[config.mk]
export PLATFORM = sky130hd
export DESIGN_NAME = hex_cell_dither
export DESIGN_NICKNAME = d
export VERILOG_FILES = /design/src/rtl/core/hcd_pkg.sv /design/src/rtl/core/hcd_scale.sv /design/src/rtl/core/hex_cell_dither.sv
export VERILOG_INCLUDE_DIRS = /design/src /design/src/rtl/core
export SDC_FILE = /design/constraint.sdc
export NUM_CORES = 2
export LEC_CHECK = 0
export ABC_AREA = 1
export BUFFER_PORTS_ARGS = -buffer_cell sky130_fd_sc_hd__buf_2
export CAP_MARGIN = 20
export CORE_ASPECT_RATIO = 1.75
export CORE_MARGIN = 8
export CORE_UTILIZATION = 50
export CTS_CLUSTER_SIZE = 25
export DETAILED_ROUTE_END_ITERATION = 16
export PLACE_DENSITY_LB_ADDON = 0.3
export SLEW_MARGIN = 40
export SYNTH_ARGS = -nofsm -noshare
export SYNTH_HDL_FRONTEND = slang
export SYNTH_SLANG_ARGS = --single-unit
export TNS_END_PERCENT = 1
[constraint.sdc]
create_clock -name i_clk -period 9.9 [get_ports i_clk]
set_input_delay 0 -clock i_clk [delete_from_list [all_inputs] [get_ports i_clk]]
set_output_delay 0 -clock i_clk [all_outputs]
set_load 0.01 [all_outputs]
[src/rtl/core/hex_cell_dither_defines.svh]
// ----------------------------------------------------------------------------
// hex_cell_dither_defines
// Assertion macros used by the hex cell dither top.
// ----------------------------------------------------------------------------
`ifndef HEX_CELL_DITHER_DEFINES_SVH
`define HEX_CELL_DITHER_DEFINES_SVH

// Same-cycle implication, disabled while reset is asserted.
`define HCD_ASSERT_IMPL(lbl, clk, rst_n, ante, cons) \
    lbl: assert property (@(posedge clk) disable iff (!rst_n) (ante) |-> (cons)) \
        else $error("hex_cell_dither: same-cycle check failed");

// Next-cycle implication, disabled while reset is asserted.
`define HCD_ASSERT_NEXT(lbl, clk, rst_n, ante, cons) \
    lbl: assert property (@(posedge clk) disable iff (!rst_n) (ante) |=> (cons)) \
        else $error("hex_cell_dither: next-cycle check failed");

`endif

[src/rtl/core/hcd_pkg.sv]
`timescale 1ns / 1ps
// ----------------------------------------------------------------------------
// hcd_pkg
// Constants, widths and types of the hex cell dither pipeline.
// ----------------------------------------------------------------------------
package hcd_pkg;

    // Position fields and default coordinate width
    localparam int POS_W          = 12;
    localparam int COORD_BITS_DEF = 12;

    // q = x * 65536 * 125 / 1732 = x * 2048000 / 433 = x * Q_MUL_INT + x * Q_MUL_FRAC / 433
    localparam int unsigned Q_NUM      = 2048000;
    localparam int unsigned Q_DIV      = 433;
    localparam int unsigned Q_MUL_INT  = Q_NUM / Q_DIV;
    localparam int unsigned Q_MUL_FRAC = Q_NUM % Q_DIV;
    localparam int          Q_RCP_SH   = 24;
    localparam int unsigned Q_RCP      = (32'd1 << Q_RCP_SH) / Q_DIV;

    // Datapath widths (positions are at most 12 bits wide)
    localparam int BASE_W = 25;   // x * Q_MUL_INT
    localparam int T_W    = 21;   // x * Q_MUL_FRAC
    localparam int QA_W   = 12;   // x * Q_MUL_FRAC / 433
    localparam int QF_W   = 25;   // q in Q16
    localparam int CW     = 27;   // signed q, r, s in Q16
    localparam int ERR_W  = 17;   // rounding error in Q16
    localparam int GAIN_W = 26;   // signed gain numerator
    localparam int P_W    = 18;   // channel * gain >> 15

    // Cell hash multipliers (only the low byte of the hash is consumed)
    localparam logic [31:0] HASH_MUL_Q = 32'd374761393;
    localparam logic [31:0] HASH_MUL_R = 32'd668265263;

    // Gain: numerator base 510 * 16384, denominator 255 * 2^15
    localparam int unsigned GAIN_BASE = 8355840;
    localparam int          GAIN_SH   = 15;
    localparam int unsigned CH_MAX    = 255;
    localparam int unsigned CH_CLAMP  = CH_MAX * 256;
    localparam int          D255_SH   = 24;
    localparam int unsigned D255_RCP  = (32'd1 << D255_SH) / CH_MAX;

    localparam logic [7:0]  ALPHA          = 8'hFF;
    localparam logic [15:0] STRENGTH_RESET = 16'd2458;

    // Pipeline depth: stages 0..8 in the top, 9..11 in the channel scalers
    localparam int NSTAGE = 12;

    typedef struct packed {
        logic [7:0] red;
        logic [7:0] green;
        logic [7:0] blue;
    } t_rgb;

    typedef struct packed {
        logic [7:0]       n8;
        logic [ERR_W-1:0] err;
    } t_round;

    // Advance enables for the three channel scaler stages
    typedef struct packed {
        logic adv_mul;
        logic adv_div;
        logic adv_out;
    } t_scale_en;

endpackage

[src/rtl/core/hcd_scale.sv]
`timescale 1ns / 1ps
// ----------------------------------------------------------------------------
// hcd_scale
// Three-stage channel scaler: c * gain / 8355840, truncated and clamped.
// ----------------------------------------------------------------------------
module hcd_scale import hcd_pkg::*; (
    input  logic                     i_clk,
    input  t_scale_en                i_en,
    input  logic [7:0]               i_chan,
    input  logic signed [GAIN_W-1:0] i_gain,
    output logic [7:0]               o_chan
);

    logic [32:0]    w_prod;
    logic [32:0]    w_rcp;
    logic [15:0]    w_qa255;
    logic [16:0]    w_rem;
    logic           w_corr;

    logic [P_W-1:0] r_p;
    logic           r_pos_a;
    logic [15:0]    r_ph;
    logic [7:0]     r_qa;
    logic           r_clamp;
    logic           r_pos_b;
    logic [7:0]     r_chan;

    // stage 9: multiply and drop the power-of-two part of the denominator
    assign w_prod = 33'(i_chan) * 33'(i_gain[GAIN_W-2:0]);

    always_ff @(posedge i_clk) begin
        if (i_en.adv_mul) begin
            r_p     <= w_prod[GAIN_SH +: P_W];
            r_pos_a <= !i_gain[GAIN_W-1] && (i_gain != '0);
        end
    end

    // stage 10: estimate p / 255 by reciprocal, low by at most one
    assign w_rcp = 33'(r_p[15:0]) * 33'(D255_RCP);

    always_ff @(posedge i_clk) begin
        if (i_en.adv_div) begin
            r_qa    <= w_rcp[D255_SH +: 8];
            r_ph    <= r_p[15:0];
            r_clamp <= r_p >= P_W'(CH_CLAMP);
            r_pos_b <= r_pos_a;
        end
    end

    // stage 11: correct the estimate, clamp
    assign w_qa255 = {r_qa, 8'd0} - {8'd0, r_qa};
    assign w_rem   = {1'b0, r_ph} - {1'b0, w_qa255};
    assign w_corr  = w_rem >= 17'(CH_MAX);

    always_ff @(posedge i_clk) begin
        if (i_en.adv_out) begin
            if (!r_pos_b) begin
                r_chan <= '0;
            end else if (r_clamp) begin
                r_chan <= 8'(CH_MAX);
            end else begin
                r_chan <= r_qa + {7'd0, w_corr};
            end
        end
    end

    assign o_chan = r_chan;

endmodule

[src/rtl/core/hex_cell_dither.sv]
`timescale 1ns / 1ps
// ----------------------------------------------------------------------------
// hex_cell_dither
// Hexagonal-cell brightness dither for a stream of RGB pixels.
// ----------------------------------------------------------------------------
// Usage:
//   Input channel (i_in_valid / o_in_stall) carries one pixel: its x, y
//   position and red, green, blue bytes. A transfer happens on a rising edge
//   with valid high and stall low. Output channel (o_out_valid / i_out_stall)
//   carries one packed ARGB word per pixel, alpha always 0xFF.
//   Config channel (i_cfg_valid / o_cfg_ready) writes the dither strength
//   (Q2.14); ready is always high. Write it only while the pipeline is empty.
//   o_out_valid rises once a pixel has passed through all 12 stages; one
//   pixel per cycle while the output is not stalled, and no shared unit.
//   Reset (synchronous, active low) empties every stage and loads the
//   strength with 2458 (about 0.15).
//   When the receiver stalls, the last stage holds its word; earlier stages
//   keep moving into empty slots, so input is stalled only once every stage
//   is full. Nothing is dropped or repeated.
// Stages: 0-3 cell q coordinate (divide by 433 via reciprocal), 4-5 r and s,
//   6 cube rounding, 7 largest-error fixup and hash byte, 8 gain,
//   9-11 per-channel scale and clamp.
// ----------------------------------------------------------------------------
`include "hex_cell_dither_defines.svh"

module hex_cell_dither import hcd_pkg::*; #(
    parameter int COORD_BITS = COORD_BITS_DEF
) (
    input  logic              i_clk,
    input  logic              i_rst_n,
    // pixel input
    input  logic              i_in_valid,
    output logic              o_in_stall,
    input  logic [POS_W-1:0]  i_x_position,
    input  logic [POS_W-1:0]  i_y_position,
    input  logic [7:0]        i_red_in,
    input  logic [7:0]        i_green_in,
    input  logic [7:0]        i_blue_in,
    // pixel output
    output logic              o_out_valid,
    input  logic              i_out_stall,
    output logic [31:0]       o_pixel_out,
    // strength register write
    input  logic              i_cfg_valid,
    output logic              o_cfg_ready,
    input  logic [15:0]       i_cfg_data
);

    // Only the low COORD_BITS of a position count; the ports are POS_W wide.
    localparam int XW = (COORD_BITS < POS_W) ? COORD_BITS : POS_W;

    function automatic t_round round_q16(input logic signed [CW-1:0] v);
        t_round     res;
        logic [CW-1:0] mag;
        logic [7:0] nlow;
        mag     = v[CW-1] ? CW'(-v) : CW'(v);
        nlow    = mag[23:16] + {7'd0, mag[15]};
        res.n8  = v[CW-1] ? 8'(-nlow) : nlow;
        res.err = mag[15] ? (ERR_W'(17'h10000) - {1'b0, mag[15:0]}) : {1'b0, mag[15:0]};
        return res;
    endfunction

    // ------------------------------------------------------------------
    // Strength register
    // ------------------------------------------------------------------
    logic [15:0] r_strength;

    assign o_cfg_ready = 1'b1;

    always_ff @(posedge i_clk) begin
        if (!i_rst_n) begin
            r_strength <= STRENGTH_RESET;
        end else if (i_cfg_valid && o_cfg_ready) begin
            r_strength <= i_cfg_data;
        end
    end

    // ------------------------------------------------------------------
    // Stage control: a stage advances when it is empty or the next one does
    // ------------------------------------------------------------------
    logic [NSTAGE-1:0] r_valid;
    logic [NSTAGE-1:0] stage_rdy;
    logic              in_xfer;
    logic              out_xfer;

    always_comb begin
        stage_rdy[NSTAGE-1] = !r_valid[NSTAGE-1] || !i_out_stall;
        for (int k = NSTAGE - 2; k >= 0; k--) begin
            stage_rdy[k] = !r_valid[k] || stage_rdy[k+1];
        end
    end

    assign o_in_stall  = !stage_rdy[0];
    assign in_xfer     = i_in_valid && !o_in_stall;
    assign out_xfer    = o_out_valid && !i_out_stall;
    assign o_out_valid = r_valid[NSTAGE-1];

    always_ff @(posedge i_clk) begin
        if (!i_rst_n) begin
            r_valid <= '0;
        end else begin
            if (stage_rdy[0]) begin
                r_valid[0] <= i_in_valid;
            end
            for (int k = 1; k < NSTAGE; k++) begin
                if (stage_rdy[k]) begin
                    r_valid[k] <= r_valid[k-1];
                end
            end
        end
    end

    // ------------------------------------------------------------------
    // Color shift line, stages 0..8
    // ------------------------------------------------------------------
    t_rgb r_rgb [9];

    always_ff @(posedge i_clk) begin
        if (stage_rdy[0]) begin
            r_rgb[0] <= '{red: i_red_in, green: i_green_in, blue: i_blue_in};
        end
        for (int k = 1; k < 9; k++) begin
            if (stage_rdy[k]) begin
                r_rgb[k] <= r_rgb[k-1];
            end
        end
    end

    // ------------------------------------------------------------------
    // Stage 0: split x * 2048000 / 433 into integer and fraction multiplies
    // ------------------------------------------------------------------
    logic [POS_W-1:0]  w_x;
    logic [POS_W-1:0]  w_y;
    logic [BASE_W-1:0] r_s0_base;
    logic [T_W-1:0]    r_s0_t;
    logic [POS_W-1:0]  r_s0_y;

    assign w_x = POS_W'(i_x_position[XW-1:0]);
    assign w_y = POS_W'(i_y_position[XW-1:0]);

    always_ff @(posedge i_clk) begin
        if (stage_rdy[0]) begin
            r_s0_base <= BASE_W'(w_x) * BASE_W'(Q_MUL_INT);
            r_s0_t    <= T_W'(w_x) * T_W'(Q_MUL_FRAC);
            r_s0_y    <= w_y;
        end
    end

    // Stage 1: reciprocal estimate of t / 433
    logic [T_W+16-1:0] w_trcp;
    logic [QA_W-1:0]   r_s1_qa;
    logic [T_W-1:0]    r_s1_t;
    logic [BASE_W-1:0] r_s1_base;
    logic [POS_W-1:0]  r_s1_y;

    assign w_trcp = (T_W+16)'(r_s0_t) * (T_W+16)'(Q_RCP);

    always_ff @(posedge i_clk) begin
        if (stage_rdy[1]) begin
            r_s1_qa   <= w_trcp[Q_RCP_SH +: QA_W];
            r_s1_t    <= r_s0_t;
            r_s1_base <= r_s0_base;
            r_s1_y    <= r_s0_y;
        end
    end

    // Stage 2: back-multiply the estimate
    logic [T_W-1:0]    r_s2_prod;
    logic [QA_W-1:0]   r_s2_qa;
    logic [T_W-1:0]    r_s2_t;
    logic [BASE_W-1:0] r_s2_base;
    logic [POS_W-1:0]  r_s2_y;

    always_ff @(posedge i_clk) begin
        if (stage_rdy[2]) begin
            r_s2_prod <= T_W'(r_s1_qa) * T_W'(Q_DIV);
            r_s2_qa   <= r_s1_qa;
            r_s2_t    <= r_s1_t;
            r_s2_base <= r_s1_base;
            r_s2_y    <= r_s1_y;
        end
    end

    // Stage 3: correct the estimate by one and assemble q
    logic [T_W-1:0]  w_rem;
    logic            w_corr;
    logic [QF_W-1:0] n_qf;
    logic [QF_W-1:0] r_s3_qf;
    logic [POS_W-1:0] r_s3_y;

    assign w_rem  = r_s2_t - r_s2_prod;
    assign w_corr = w_rem >= T_W'(Q_DIV);
    assign n_qf   = QF_W'(r_s2_base) + QF_W'(r_s2_qa) + QF_W'(w_corr);

    always_ff @(posedge i_clk) begin
        if (stage_rdy[3]) begin
            r_s3_qf <= n_qf;
            r_s3_y  <= r_s2_y;
        end
    end

    // Stage 4: r = y * 8192 - floor(q / 2)
    logic signed [CW-1:0] r_s4_qf;
    logic signed [CW-1:0] r_s4_rf;

    always_ff @(posedge i_clk) begin
        if (stage_rdy[4]) begin
            r_s4_qf <= $signed(CW'(r_s3_qf));
            r_s4_rf <= $signed({2'b00, r_s3_y, 13'd0}) - $signed(CW'(r_s3_qf[QF_W-1:1]));
        end
    end

    // Stage 5: s = -q - r
    logic signed [CW-1:0] r_s5_qf;
    logic signed [CW-1:0] r_s5_rf;
    logic signed [CW-1:0] r_s5_sf;

    always_ff @(posedge i_clk) begin
        if (stage_rdy[5]) begin
            r_s5_qf <= r_s4_qf;
            r_s5_rf <= r_s4_rf;
            r_s5_sf <= -r_s4_qf - r_s4_rf;
        end
    end

    // Stage 6: round each component half away from zero, keep its error.
    // Only the low byte of each rounded value reaches the hash.
    t_round r_s6_q;
    t_round r_s6_r;
    t_round r_s6_s;

    always_ff @(posedge i_clk) begin
        if (stage_rdy[6]) begin
            r_s6_q <= round_q16(r_s5_qf);
            r_s6_r <= round_q16(r_s5_rf);
            r_s6_s <= round_q16(r_s5_sf);
        end
    end

    // Stage 7: rebuild the component with the largest error, hash low byte
    logic [7:0]  w_iq;
    logic [7:0]  w_ir;
    logic [15:0] w_hq;
    logic [15:0] w_hr;
    logic [7:0]  n_b;
    logic [7:0]  r_s7_b;

    always_comb begin
        w_iq = r_s6_q.n8;
        w_ir = r_s6_r.n8;
        priority if (r_s6_q.err > r_s6_r.err && r_s6_q.err > r_s6_s.err) begin
            w_iq = 8'(-r_s6_r.n8 - r_s6_s.n8);
        end else if (r_s6_r.err > r_s6_s.err) begin
            w_ir = 8'(-r_s6_q.n8 - r_s6_s.n8);
        end
        w_hq = 16'(w_iq) * 16'(HASH_MUL_Q[7:0]);
        w_hr = 16'(w_ir) * 16'(HASH_MUL_R[7:0]);
        n_b  = w_hq[7:0] ^ w_hr[7:0];
    end

    always_ff @(posedge i_clk) begin
        if (stage_rdy[7]) begin
            r_s7_b <= n_b;
        end
    end

    // Stage 8: gain numerator 8355840 + (2b - 255) * strength
    logic signed [9:0]        w_dev;
    logic signed [CW-1:0]     w_gsum;
    logic signed [GAIN_W-1:0] n_gain;
    logic signed [GAIN_W-1:0] r_s8_gain;

    assign w_dev  = $signed({1'b0, r_s7_b, 1'b0}) - 10'sd255;
    assign w_gsum = $signed(CW'(GAIN_BASE)) + CW'(w_dev) * $signed(CW'(r_strength));
    assign n_gain = $signed(w_gsum[GAIN_W-1:0]);

    always_ff @(posedge i_clk) begin
        if (stage_rdy[8]) begin
            r_s8_gain <= n_gain;
        end
    end

    // ------------------------------------------------------------------
    // Stages 9..11: one scaler per channel
    // ------------------------------------------------------------------
    t_scale_en  w_scale_en;
    logic [7:0] w_red;
    logic [7:0] w_green;
    logic [7:0] w_blue;

    assign w_scale_en = '{adv_mul: stage_rdy[9], adv_div: stage_rdy[10],
                          adv_out: stage_rdy[11]};

    hcd_scale u_scale_red (
        .i_clk  (i_clk),
        .i_en   (w_scale_en),
        .i_chan (r_rgb[8].red),
        .i_gain (r_s8_gain),
        .o_chan (w_red)
    );

    hcd_scale u_scale_green (
        .i_clk  (i_clk),
        .i_en   (w_scale_en),
        .i_chan (r_rgb[8].green),
        .i_gain (r_s8_gain),
        .o_chan (w_green)
    );

    hcd_scale u_scale_blue (
        .i_clk  (i_clk),
        .i_en   (w_scale_en),
        .i_chan (r_rgb[8].blue),
        .i_gain (r_s8_gain),
        .o_chan (w_blue)
    );

    assign o_pixel_out = {ALPHA, w_red, w_green, w_blue};

    // ------------------------------------------------------------------
    // Checks
    // ------------------------------------------------------------------
    // input is held off only when every stage holds a pixel
    `HCD_ASSERT_IMPL(a_stall_only_full, i_clk, i_rst_n, o_in_stall, &r_valid)
    // pixels in flight change only by transfers at either end
    `HCD_ASSERT_IMPL(a_count_kept, i_clk, i_rst_n, $past(i_rst_n), $countones(r_valid) == $countones($past(r_valid)) + int'($past(in_xfer)) - int'($past(out_xfer)))
    // stage 4, when full and unable to advance, keeps its pixel
    `HCD_ASSERT_NEXT(a_mid_hold, i_clk, i_rst_n, r_valid[4] && !stage_rdy[4], r_valid[4])

endmodule

==> tab_implementation.tex <==
\begin{tabular}{lr}
\hline
Metric & Value \\
\hline
\multicolumn{2}{l}{\textbf{Floorplan}} \\
Number of rows created at floorplan & approximately 190 \\
Chip Height & roughly 540 um \\
I/O Pins & approximately 100 \\
Die width & around 310 um \\
Area of the placeable core & approximately 160000 sq um \\
Die Area & between 150000 and 200000 sq um \\
Effective utilization at floorplan & between 50 and 60\% \\
\multicolumn{2}{l}{\textbf{Yosys}} \\
Synth Instances & a little over 8k \\
Average cell area after synthesis & 9.682 sq um \\
Part of the Yosys area used for sequential elements & between 30 and 40\% \\
Synthesized cell area & between 70000 and 80000 sq um \\
Number of flip-flops and latches in the synthesized netlist & 880 \\
Yosys warning count & 0 \\
Number of enable-type register cells in the synthesized netlist & 852 \\
Top flip-flop cell by instance count after synthesis & sky130\_fd\_sc\_hd\_\_edfxtp\_1 \\
Count of cell types in the netlist & 64 \\
Async set-or-reset flop fraction in the synthesized netlist & 0\% \\
\multicolumn{2}{l}{\textbf{Timing}} \\
RSZ-0062 raised after global routing & false \\
Slew @ Worst Pin & 0.8754 ns \\
Total negative setup slack & 0 ns \\
Post-layout worst setup margin & roughly 3.2 ns \\
Final Hold Violating Endpoints & 0 \\
Max Freq & 149.3 MHz \\
Number of max-slew violations in the final report & 0 \\
Setup skew after layout & 0.03301 ns \\
Worst slew margin relative to its limit & between 40\% and 50\% \\
Final clock period utilization by the worst path & roughly two thirds \\
Final setup fails & 0 \\
Period minus WS final & 6.696 ns \\
\multicolumn{2}{l}{\textbf{Place}} \\
Routability Congestion & just over 0.9 \\
Instance count after placement with tap cells included & 10.06k \\
HPWL reported at the end of detailed placement & approximately 150000 um \\
Post-Place Worst Slack & 3.480 ns \\
Count of buffers inserted at the top-level ports & between 90 and 100 \\
\multicolumn{2}{l}{\textbf{Clock network}} \\
Sinks on the clock net & 880 \\
TritonCTS buffer count & a little over 80 \\
Number of gates given a new drive strength after cts & 0 \\
Post-CTS setup buffers & 0 \\
Clk slew on worst S/H paths & around 0.070 ns \\
Clock tree buffer depth & 3 \\
H-tree depth & 3 \\
Clock root buffer master & sky130\_fd\_sc\_hd\_\_clkbuf\_16 \\
Later-pin clock latency in the skew report & 0.70 ns \\
TritonCTS clock tree & built \\
\multicolumn{2}{l}{\textbf{Global routing}} \\
Aggregate global routing overflow & 0 \\
Total global routing track utilization & a little over a fifth \\
Antenna violations before repair & 5 \\
Largest net degree at the start of global routing & 83 \\
Global-route wire length before repair & 288900 um \\
Via count of the first global-routing pass & a little under 60k \\
\multicolumn{2}{l}{\textbf{Layout}} \\
Syn-to-layout area delta & 8.758\% \\
Most common cell after layout, fill and taps aside & sky130\_fd\_sc\_hd\_\_inv\_1 \\
Highest-count cells in the layout ignoring fill and taps & sky130\_fd\_sc\_hd\_\_inv\_1 (1753), sky130\_fd\_sc\_hd\_\_nand2\_1 (1541), sky130\_fd\_sc\_hd\_\_ha\_1 (929) \\
Fin cells & 10.31k \\
Number of nets in the final layout & approximately 10k \\
Share of final-layout standard cells stronger than drive strength 1 & under 10\% \\
\multicolumn{2}{l}{\textbf{Drt}} \\
Antenna-violating nets left & 0 \\
Vias per inst & approximately 5.2 \\
Mean routed wirelength per cell & 17.40 um \\
Number of design rule violations left after detail routing & 0 \\
Routed wire length & $\sim$180000 um \\
Pre-Repair DR Iteration Count & 7 \\
Total number of vias & roughly 54k \\
Iteration-0 DRC Markers & approximately 2.4k \\
\multicolumn{2}{l}{\textbf{Critical path}} \\
Endpoint class of the critical path & output port \\
Worst setup path class & reg -> out \\
Largest fanout of any net on the critical path & a little under 60 \\
Sort of element at the start of the critical path & flip-flop \\
Arrival time reported for the critical path endpoint & between 6 and 7 ns \\
Worst Path Required & around 10 ns \\
\multicolumn{2}{l}{\textbf{Min path}} \\
Worst hold path type & in -> reg \\
\multicolumn{2}{l}{\textbf{Outcome}} \\
Run status & completed \\
\multicolumn{2}{l}{\textbf{Run}} \\
Number of max-cap violations & 0 \\
\hline
\end{tabular}
synth_stat cells (31+ instances only):
library cell               instances  area share [%]
sky130_fd_sc_hd__inv_1          1756             8.4
sky130_fd_sc_hd__nand2_1        1541             7.4
sky130_fd_sc_hd__ha_1            929              15
sky130_fd_sc_hd__edfxtp_1        852              33
sky130_fd_sc_hd__fa_1            758              19
sky130_fd_sc_hd__a21oi_1         378             2.4
sky130_fd_sc_hd__nor2_1          334             1.6
sky130_fd_sc_hd__xor2_1          297             3.3
sky130_fd_sc_hd__o21ai_0         196             1.3
sky130_fd_sc_hd__clkbuf_1        190            0.91
sky130_fd_sc_hd__nand3_1         185             1.2
sky130_fd_sc_hd__xnor2_1         110             1.2
sky130_fd_sc_hd__nor3_1           65            0.42
sky130_fd_sc_hd__nand4_1          63            0.51
sky130_fd_sc_hd__a21o_1           31            0.30
registers in the layout, indices dropped and copies added, names as in the netlist, 20 cells and up:
register,cells
r_rgb,216
r_s4_rf,26
r_s8_gain,26
r_s0_base,25
r_s3_qf,25
r_s5_rf,25
r_s5_sf,25
r_s6_q,25
r_s6_r,25
r_s6_s,25
r_s1_base,24
r_s2_base,24
r_s4_qf,24
r_s5_qf,23
r_s1_t,21
r_s2_prod,21
r_s2_t,21
r_s0_t,20
per-stage QoR:
step	hold WS [ns]	utilization (%)	area, sq um
finish	0.05443	54.51	84850
global route	0.01228	54.51	84850
CTS	0.01143	54.48	84810
detailed placement	0.1781	51.99	80930
global placement	0.1794	51.76	80570
floorplan	0.09887	-	78060
critical path, cell delays in order (launching register included):
cell and delay [ns]:
sky130_fd_sc_hd__dfxtp_1 0.32, sky130_fd_sc_hd__nand2_2 0.46, sky130_fd_sc_hd__nor2_2 0.06, sky130_fd_sc_hd__inv_2 0.09, sky130_fd_sc_hd__nor2_2 0.04, sky130_fd_sc_hd__inv_2 0.03, sky130_fd_sc_hd__buf_4 0.58, sky130_fd_sc_hd__nor2_2 0.06
sky130_fd_sc_hd__inv_2 0.07, sky130_fd_sc_hd__buf_4 0.55, sky130_fd_sc_hd__nor2_2 0.06, sky130_fd_sc_hd__inv_2 0.52, sky130_fd_sc_hd__nor2_2 0.10, sky130_fd_sc_hd__inv_4 0.36, sky130_fd_sc_hd__nor2_2 0.09, sky130_fd_sc_hd__inv_4 0.29
sky130_fd_sc_hd__nor2_2 0.06, sky130_fd_sc_hd__inv_2 0.29, sky130_fd_sc_hd__nor2_4 0.08, sky130_fd_sc_hd__nand2_4 0.51, sky130_fd_sc_hd__nor2_4 0.10, sky130_fd_sc_hd__nand2_4 0.27, sky130_fd_sc_hd__buf_4 0.63, sky130_fd_sc_hd__inv_2 0.09
sky130_fd_sc_hd__buf_2 0.18
layer usage:
metal	up-vias	share of wire [%]	routed length [um]	GRT usage, %
met4	2	6.3	11380	11.97
met3	588	3.3	5929	2.338
li1	25820	-	-	-
met5	-	0.011	20	0
met2	1214	57	102600	43.10
met1	26080	33	59460	19.83
worst paths after layout:
check / slack, ns / start / cells after the start / endpoint
max reg2reg: 3.70 / r_valid[11] / 22 / r_s0_base[24]
min: 0.05 / i_out_stall / 2 / u_scale_green.o_chan[3]
min reg2reg: 0.40 / r_s0_base[5] / 0 / r_s1_base[5]
max: 3.20 / r_valid[11] / 24 / o_in_stall
layout make-up:
class | instances | area (sq um)
multi-input cells | 5197 | 44390
fillers | 13660 | 70820
well taps | 2037 | 2549
clock buffers | 92 | 2121
diodes | 1 | 2.502
inverters | 1782 | 6698
repair buffers | 258 | 2097
clock inverters | 63 | 847.1
flip-flops and latches | 880 | 26150
kinds of logic (layout without fill, tap and decap cells):
group | count (synthesis) | in the layout | synth area share (%)
flip-flops | 880 | 880 | 33.51
multiplexers | 1 | 1 | 0.01443
adder cells (fa/ha/maj) | 1687 | 1687 | 34.35
other | 2 | 13 | 0.009626
XOR/XNOR | 412 | 412 | 4.673
AND/OR/NAND/NOR | 2316 | 2316 | 12.28
AO/OA/AOI/OAI | 769 | 769 | 5.506
buffers and inverters | 1991 | 2195 | 9.650
what timing repair did:
action / CTS / global route
hold buffers: 91 / 0
endpoints found under the setup margin: 0 / 0
hold endpoints to repair: 60 / 0
Power is left out: the tool's default activity adds up to more than one toggle a clock period on the data nets, which glitch-free logic cannot reach.
